$ cat src/design/srtx_pkg.sv
// ----------------------------------------------------------------------------
// srtx_pkg
// Shared types and constants for the serial transmitter register core.
// ----------------------------------------------------------------------------
package srtx_pkg;

	localparam int unsigned DATA_W  = 32;
	localparam int unsigned CTRL_W  = 6;
	localparam int unsigned BYTE_W  = 8;
	localparam int unsigned DELAY_W = 16;
	localparam int unsigned USER_W  = 4;

	// Control register bit positions
	localparam int unsigned CTRL_ENABLE_POS = 0;
	localparam int unsigned CTRL_START_POS  = 1;

	// Status register bit positions
	localparam int unsigned STATUS_BUSY_POS  = 0;
	localparam int unsigned STATUS_DONE_POS  = 1;
	localparam int unsigned STATUS_ERROR_POS = 2;

	localparam logic [DELAY_W-1:0] DELAY_RESET  = 16'd5;
	localparam logic [DATA_W-1:0]  UNMAPPED_VAL = 32'hFFFF_FFFF;

	typedef enum logic [1:0] {
		CMD_READ   = 2'd0,
		CMD_WRITE  = 2'd1,
		CMD_TICK   = 2'd2,
		CMD_INJECT = 2'd3
	} cmd_t;

	typedef enum logic [1:0] {
		REG_CTRL     = 2'd0,
		REG_STATUS   = 2'd1,
		REG_TXDATA   = 2'd2,
		REG_UNMAPPED = 2'd3
	} reg_sel_t;

	typedef struct packed {
		cmd_t              cmd;
		reg_sel_t          reg_select;
		logic [DATA_W-1:0] write_data;
	} request_t;

endpackage

$ cat src/design/srtx_regs.sv
// ----------------------------------------------------------------------------
// srtx_regs
// Register file and transfer timer; one request is applied per commit.
// ----------------------------------------------------------------------------
module srtx_regs (
	input  logic                          clk,
	input  logic                          arst_n,
	input  logic                          commit,
	input  srtx_pkg::request_t            req,
	input  logic [srtx_pkg::DELAY_W-1:0]  transfer_delay,
	output logic [srtx_pkg::DATA_W-1:0]   read_data
);
	import srtx_pkg::*;

	logic [CTRL_W-1:0]  ctrl_q;
	logic               busy_q, done_q, error_q;
	logic [BYTE_W-1:0]  tx_byte_q;
	logic               tx_loaded_q, armed_q, pending_q, had_byte_q, inject_q;
	logic [DELAY_W-1:0] count_q;

	logic [DATA_W-1:0]  status_word;
	logic [CTRL_W-1:0]  ctrl_clean;
	logic               start_hit;
	logic               tick_done;

	// Flags at coinciding positions simply OR together
	always_comb begin
		status_word = '0;
		status_word[STATUS_BUSY_POS]  = busy_q;
		status_word[STATUS_DONE_POS]  = status_word[STATUS_DONE_POS] | done_q;
		status_word[STATUS_ERROR_POS] = status_word[STATUS_ERROR_POS] | error_q;
	end

	always_comb begin
		read_data = '0;
		if (req.cmd == CMD_READ) begin
			case (req.reg_select)
				REG_CTRL:   read_data = DATA_W'(ctrl_q);
				REG_STATUS: read_data = status_word;
				REG_TXDATA: read_data = DATA_W'(tx_byte_q);
				default:    read_data = UNMAPPED_VAL;
			endcase
		end
	end

	always_comb begin
		ctrl_clean = req.write_data[CTRL_W-1:0];
		ctrl_clean[CTRL_START_POS] = 1'b0;
		start_hit = req.write_data[CTRL_START_POS] && ctrl_clean[CTRL_ENABLE_POS];
		tick_done = pending_q && (count_q <= DELAY_W'(1));
	end

	always_ff @(posedge clk or negedge arst_n) begin
		if (!arst_n) begin
			ctrl_q      <= '0;
			busy_q      <= 1'b0;
			done_q      <= 1'b0;
			error_q     <= 1'b0;
			tx_byte_q   <= '0;
			tx_loaded_q <= 1'b0;
			armed_q     <= 1'b0;
			pending_q   <= 1'b0;
			had_byte_q  <= 1'b0;
			inject_q    <= 1'b0;
			count_q     <= '0;
		end else if (commit) begin
			case (req.cmd)
				CMD_READ: begin
					if (req.reg_select == REG_STATUS) begin
						armed_q <= 1'b1;
					end
				end
				CMD_WRITE: begin
					case (req.reg_select)
						REG_CTRL: begin
							if (armed_q) begin
								ctrl_q <= ctrl_clean;
								if (start_hit) begin
									busy_q      <= 1'b1;
									pending_q   <= 1'b1;
									had_byte_q  <= tx_loaded_q;
									tx_loaded_q <= 1'b0;
									count_q     <= transfer_delay;
								end
							end
						end
						REG_STATUS: begin
							if (req.write_data[STATUS_DONE_POS]) begin
								done_q <= 1'b0;
							end
							if (req.write_data[STATUS_ERROR_POS]) begin
								error_q <= 1'b0;
							end
						end
						REG_TXDATA: begin
							tx_byte_q   <= req.write_data[BYTE_W-1:0];
							tx_loaded_q <= 1'b1;
						end
						default: begin
						end
					endcase
				end
				CMD_TICK: begin
					if (tick_done) begin
						count_q   <= '0;
						busy_q    <= 1'b0;
						pending_q <= 1'b0;
						if (!had_byte_q || inject_q) begin
							error_q  <= 1'b1;
							inject_q <= 1'b0;
						end else begin
							done_q <= 1'b1;
						end
					end else if (pending_q) begin
						count_q <= count_q - DELAY_W'(1);
					end
				end
				default: begin
					inject_q <= 1'b1;
				end
			endcase
		end
	end

endmodule

$ cat src/design/serial_tx_register_device_core.sv
// ----------------------------------------------------------------------------
// serial_tx_register_device_core
// Bus register model of a one-byte serial transmitter.
// ----------------------------------------------------------------------------
// Usage:
//  - Requests enter on the s_axis channel: tuser carries the command and the
//    register select, tdata the write value. Every request yields exactly one
//    response word on the m_axis channel (read value, or zero).
//  - transfer_delay is loaded through cfg_we/cfg_wdata; write it only while
//    no request is in flight. It resets to 5.
//  - Path: an accepted request waits in the input register and is applied to
//    the register file as it moves into the response register, then valid.
//  - Throughput: one request per cycle when not stalled. The input register
//    and the response register are separate, so a new request is taken while
//    a response waits; all per-request work is one pass of flag and counter logic.
//  - Stall: when m_axis_tready is low the response holds, the input register
//    fills, and s_axis_tready drops until the response is taken.
//  - Reset: register-file state, flags, the timer and the handshake state
//    clear; the write latch starts disarmed.
// ----------------------------------------------------------------------------
module serial_tx_register_device_core (
	input  logic                          clk,
	input  logic                          arst_n,
	// Request channel
	input  logic                          s_axis_tvalid,
	output logic                          s_axis_tready,
	input  logic [srtx_pkg::DATA_W-1:0]   s_axis_tdata,  // [31:0] write_data
	input  logic [srtx_pkg::USER_W-1:0]   s_axis_tuser,  // [1:0] cmd, [3:2] reg_select
	// Response channel
	output logic                          m_axis_tvalid,
	input  logic                          m_axis_tready,
	output logic [srtx_pkg::DATA_W-1:0]   m_axis_tdata,  // [31:0] read_data
	// Configuration
	input  logic                          cfg_we,
	input  logic [srtx_pkg::DELAY_W-1:0]  cfg_wdata      // transfer_delay
);
	import srtx_pkg::*;

	request_t           req_s1;
	logic               valid_s1;
	logic [DATA_W-1:0]  read_data_s2;
	logic               valid_s2;
	logic [DELAY_W-1:0] delay_q;
	logic [DATA_W-1:0]  read_data;
	logic               advance;

	// Stage 1 moves into the response register when that register is free
	// or being emptied this cycle.
	assign advance       = valid_s1 && (!valid_s2 || m_axis_tready);
	assign s_axis_tready = !valid_s1 || advance;

	always_ff @(posedge clk or negedge arst_n) begin
		if (!arst_n) begin
			delay_q <= DELAY_RESET;
		end else if (cfg_we) begin
			delay_q <= cfg_wdata;
		end
	end

	// Input register
	always_ff @(posedge clk or negedge arst_n) begin
		if (!arst_n) begin
			valid_s1 <= 1'b0;
		end else if (s_axis_tready) begin
			valid_s1 <= s_axis_tvalid;
		end
	end

	always_ff @(posedge clk) begin
		if (s_axis_tready && s_axis_tvalid) begin
			req_s1.cmd        <= cmd_t'(s_axis_tuser[1:0]);
			req_s1.reg_select <= reg_sel_t'(s_axis_tuser[3:2]);
			req_s1.write_data <= s_axis_tdata;
		end
	end

	// Register file: state changes on the cycle the request advances
	srtx_regs u_regs (
		.clk            (clk),
		.arst_n         (arst_n),
		.commit         (advance),
		.req            (req_s1),
		.transfer_delay (delay_q),
		.read_data      (read_data)
	);

	// Response register
	always_ff @(posedge clk or negedge arst_n) begin
		if (!arst_n) begin
			valid_s2 <= 1'b0;
		end else if (advance) begin
			valid_s2 <= 1'b1;
		end else if (m_axis_tready) begin
			valid_s2 <= 1'b0;
		end
	end

	always_ff @(posedge clk) begin
		if (advance) begin
			read_data_s2 <= read_data;
		end
	end

	assign m_axis_tvalid = valid_s2;
	assign m_axis_tdata  = read_data_s2;

endmodule
$ cat config.mk
export PLATFORM = sky130hd
export DESIGN_NAME = serial_tx_register_device_core
export DESIGN_NICKNAME = d
export VERILOG_FILES = /design/src/design/srtx_pkg.sv /design/src/design/srtx_regs.sv /design/src/design/serial_tx_register_device_core.sv
export SDC_FILE = /design/constraint.sdc
export NUM_CORES = 1
export LEC_CHECK = 0
export BUFFER_PORTS_ARGS = -buffer_cell sky130_fd_sc_hd__buf_2
export CAP_MARGIN = 30
export CORE_MARGIN = 2
export CORE_UTILIZATION = 45
export DETAILED_ROUTE_END_ITERATION = 16
export PLACE_DENSITY = 0.69
export SKIP_LAST_GASP = 1
export SLEW_MARGIN = 20
export SYNTH_ARGS = -nofsm -noshare
export SYNTH_HDL_FRONTEND = slang
export SYNTH_SLANG_ARGS = --single-unit
export TNS_END_PERCENT = 20
$ cat constraint.sdc
create_clock -name clk -period 3 [get_ports clk]
set_input_delay 0.9 -clock clk [delete_from_list [all_inputs] [get_ports clk]]
set_output_delay 0.9 -clock clk [all_outputs]
set_load 0.005 [all_outputs]
# == After elaboration in Yosys (flattened, before gate mapping) ==
# Index checks and enable logic that the tools add are counted.
# word_totals
register_bits,98
in_bits,57
out_inout_bits,34
word_cells,92
# op_classes
addsub,1
order_cmp,1
n_eq_ne,16
mux,30
bitwise,1
n_reduce_logical,26
# op_table
op,n
$pmux 32 s3,1
$mux 16,5
$pmux 16 s2,1
$reduce_and 6->1,4
$mux 1,18
$le 16x1->1 const B,1
$ne 2x1->1 const B,8
$sub 16x1->16 const B,1
$pmux 1 s2,5
$reduce_and 5->1,2
$reduce_and 4->1,2
$ne 2x2->1 const B,3
$reduce_and 3->1,2
$reduce_bool 2->1,3
$eq 2x1->1 const B,2
$eq 2x2->1 const B,2
$logic_and 1x1->1,4
$logic_not 2->1,2
$logic_not 1->1,3
$logic_or 1x1->1,3
$ne 3x1->1 const B,1
$reduce_or 2->1,1
$not 1->1,1

# == Logic depth before layout (Yosys ltp) ==
# depth
ltp_word,5
depth_mapped,9
depth_no_buf,7

# == Cells and area by module ==
# A second synthesis with hierarchy kept.
# hier_totals
hier_cells,365
hier_area_um2,5063.6
# by_module_without_submodules
module,instances,cells_each,area_each_um2,seq_area_each_um2
serial_tx_register_device_core,1,110,2782.7,2494.9
srtx_regs,1,255,2280.9,900.9

# == Worst setup path after synthesis ==
# Ideal clock, no wire load.
# synth_path
path_type,input -> register
startpoint,in m_axis_tready
endpoint,reg u_regs.tx_byte_q[0]
setup_ns,0.125
arrival_ns,2.428
required_ns,2.875
path_slack_ns,0.447
stages,7
n_path_buf,2
path_cell_list,nand2b_1 -> and2_1 -> clkbuf_1 -> nand2_1 -> or2_2 -> clkbuf_1 -> mux2_2
# synth_between
elab_chain_cells,3
# synth_lines
element,line_no,text
"start, declared",serial_tx_register_device_core.sv:31,"input logic m_axis_tready,"
$logic_or 1x1->1,serial_tx_register_device_core.sv:49,assign advance = valid_s1 && (!valid_s2 || m_axis_tready);
$logic_and 1x1->1,serial_tx_register_device_core.sv:49,
net advance,serial_tx_register_device_core.sv:45,logic advance;
$reduce_and 3->1 (no source line),-,
"end signal, assigned",srtx_regs.sv:96,tx_byte_q <= req.write_data[BYTE_W-1:0];
"end, declared",srtx_regs.sv:17,logic [BYTE_W-1:0] tx_byte_q;
# The timed path passes the listed nets, and every way through them passes these cells.
# A chain may end at the register's enable or synchronous reset.

# == Final worst setup path ==
# layout_path
startpoint,reg u_regs.count_q[4]
endpoint,reg u_regs.count_q[4]
# layout_between
elab_chain_cells,4
word_cells_on_any_way,8
cone_classes,add/sub: 1; order compare: 1; eq/ne: 1; mux: 3; reduce/logical: 2
# layout_lines
element,line_no,text
"start, declared",srtx_regs.sv:19,logic [DELAY_W-1:0] count_q;
"start signal, assigned",srtx_regs.sv:83,count_q <= transfer_delay;
"start signal, assigned",srtx_regs.sv:115,count_q <= count_q - DELAY_W'(1);
$sub 16x1->16 / $le 16x1->1 (equally long branches),"srtx_regs.sv:115, srtx_regs.sv:50",
$mux 16 / $logic_and 1x1->1 (equally long branches),"srtx_regs.sv:114, srtx_regs.sv:50",
$mux 16 / $ne 3x1->1 (equally long branches),-,
$pmux 16 s2 / $reduce_and 6->1 (equally long branches),-,
# Parallel ways exist; a longest one is shown, timed or not. The select of a mux whose other input is x is not followed.

==> results.tsv <==
metric	value	unit
multiInputGateArea	1360	µm²
path_delay_family	simple AND/OR/NAND/NOR gates	
status	finished clean	
hold_violations	0	
r2r-start	u_regs.count_q[4]$_DFFE_PN0P_	
finalSetupViolations	0	
drive_gt1_share	35.7	%
cts_tree	done	
clk_latency	0.36	ns
syn_inst	321	
fin_crit_sh	80.6	%
drc	0	
cts_setup_buffers	0	
startpoint_type	flop	
routed_wl	7050	µm
first_iter_violations	164	
start_util	46.5	%
synth.distinct_cells	51	
place.gp.congestion	0.855	
slew_violations	0	
cts.sinks	75	
worstPathRequired	3.24	ns
min_from	u_regs.count_q[11]$_DFFE_PN0P_	
crit_slowest_cell	or4_1	
synth_area	3610	µm²
clock.fmax	414	MHz
synth_top_cells_by_count	dfrtp_1, mux2_2, o21ai_0	
yosysMostFrequentCell	dfrtp_1	
ant_nets	0	
synth_top_area_share	36.0	%
seq_area_frac_synth	54.9	%
synth_ff_type	dfrtp_1	
critPathMaxStageDelay	0.63	ns
grt_use_total	17.9	%
cts_root_buffer	clkbuf_8	
core	7770	µm²
yosysWarnings	0	
path_buf_inv	0	
syn-num-nets	383	
async_flop_share	72.0	%
antennaDiodeCount	0	
slew_headroom	55.0	%
grt_first_pass_wirelength	12000	µm
dr.pass1.iters	4	
cp_max_fo	10	
clkTransAtPathRegs	0.08	ns
clockBufferDepth	2	
yosysTopAreaCell	dfrtp_1	
io_buffer_count	66	
cts_resized	0	
holdPathStages	1	
hold_buffers	0	
dr_total_vias	2628	
finalCriticalPeriod	2.42	ns
die_x	93.6	µm
drv_cap	0	
cp.arrival	2.65	ns
fill_cells	680	
fp-row-count	32	
r2r_end	u_regs.count_q[4]$_DFFE_PN0P_	
path_cells	or4_1, or3_4, o21ai_2, o21ai_0, a211o_1	
die-area	8770	µm²
synth_edf_count	21	
dieHeight	93.6	µm
hp-class	flop to flop	
reg2reg_depth	5	
synth.area.top_cells	dfrtp_1, edfxtp_1, mux2_2, buf_4, o21ai_0	
critPathKind	flop to flop	
dp.final_hpwl	4980	µm
area_growth	13.5	%
htree_num_levels	3	
grt_pass1_vias	2575	
synth-seq-cells	75	
irDropWorstVdd	0.000235	V
total_power	2.62	mW
cts_made_buffers	9	
pin_count	91	
setup_tns	0	ns
end_kind	flop	
postSynthAreaPerCell	11.3	µm²
fin_nets	432	
viasPerCell	5.51	
finalClockSkew	0.0122	ns
reg2reg_setup_slack	0.58	ns
min_to	u_regs.count_q[11]$_DFFE_PN0P_	
wl_per_cell	14.8	µm
grt_max_degree	55	
power_density	639	nW/µm²
grt_overflow	0	
grt_setup_unrepaired	false	
leakage	1.75	nW
tightest_slew	0.675	ns
layout.area.seq	1980	µm²
antenna_found_initial	0	
## per-stage QoR
| step | util, % | worst slack, ns | hold WS (ns) | cells | cell area, µm² |
|---|---|---|---|---|---|
| final | 52.8 | 0.583 | 0.504 | 477 | 4100 |
| after global routing | 52.8 | 0.441 | 0.517 | 477 | 4100 |
| after CTS | 52.8 | 0.595 | 0.503 | 477 | 4100 |
| after detailed placement | 50.5 | 0.516 | 0.482 | 461 | 3920 |
| after global placement | 50.5 | 0.555 | 0.460 | 461 | 3920 |
| after floorplan | - | 0.447 | 0.455 | 321 | 3610 |
## per-layer routing
metal	wire length [µm]	track usage [%]
met4	123	7.25
met2	3220	28.1
met3	470	4.67
met1	3230	23.7
met5	0	0
## cells in the final DEF, fill, tap and decap left out, drive strengths merged, types with 6 or more instances in the layout
cell / n
a21oi: 11
buf: 77
clkbuf: 9
dfrtp: 52
edfxtp: 21
inv: 14
mux2: 29
nand2: 20
nand2b: 7
nor2: 18
nor3: 7
nor4: 6
o21ai: 27
## how the worst max path moves through the flow
stage,start,endpoint,slack [ns],cells past startpoint
finish,u_regs.count_q[4]$_DFFE_PN0P_,u_regs.count_q[4]$_DFFE_PN0P_,0.58,5
detailed placement,m_axis_tready,u_regs.count_q[3]$_DFFE_PN0P_,0.52,6
global placement,m_axis_tready,u_regs.count_q[3]$_DFFE_PN0P_,0.56,6
floorplan,m_axis_tready,u_regs.tx_byte_q[0]$_DFFE_PN0P_,0.45,7
global route,u_regs.count_q[4]$_DFFE_PN0P_,u_regs.count_q[4]$_DFFE_PN0P_,0.44,5
CTS,u_regs.count_q[4]$_DFFE_PN0P_,u_regs.count_q[4]$_DFFE_PN0P_,0.59,5
## state kept, by name (all words and copies together) (netlist names)
register and cells:
delay_q 16, m_axis_tdata 9, m_axis_tvalid 1, req_s1 12
u_regs.armed_q 1, u_regs.count_q 16, u_regs.ctrl_q 5, u_regs.done_q 1
u_regs.error_q 1, u_regs.had_byte_q 1, u_regs.inject_q 1, u_regs.pending_q 1
u_regs.tx_byte_q 8, u_regs.tx_loaded_q 1, valid_s1 1
## worst register-to-register path, cell delays in order (launching register included)
cell and delay (ns):
dfrtp_1 0.45, or4_1 0.63, or3_4 0.42, o21ai_2 0.37, o21ai_0 0.13, a211o_1 0.30
## logic make-up after synthesis
family                   synth area share, %
adder cells (fa/ha/maj)                 1.73
flip-flops                              54.9
AO/OA/AOI/OAI                           14.6
buffers and inverters                   7.51
multiplexers                            9.03
AND/OR/NAND/NOR                         12.3
## layout make-up
class / count / area share (%)
Sequential cell: 75 / 48.4
Clock buffer: 9 / 3.02
Clock inverter: 7 / 1.43
Multi-Input combinational cell: 197 / 33.1
Timing Repair Buffer: 77 / 10.1
Tap cell: 102 / 3.11
Inverter: 10 / 0.915
## where the power goes
group | internal [mW] | switching [mW] | total, mW
Clock | 0.314 | 0.406 | 0.720
Sequential | 1.24 | 0.161 | 1.40
Combinational | 0.255 | 0.244 | 0.499
Total | 1.81 | 0.810 | 2.62
No activity file was read; power rests on OpenSTA's default activity.
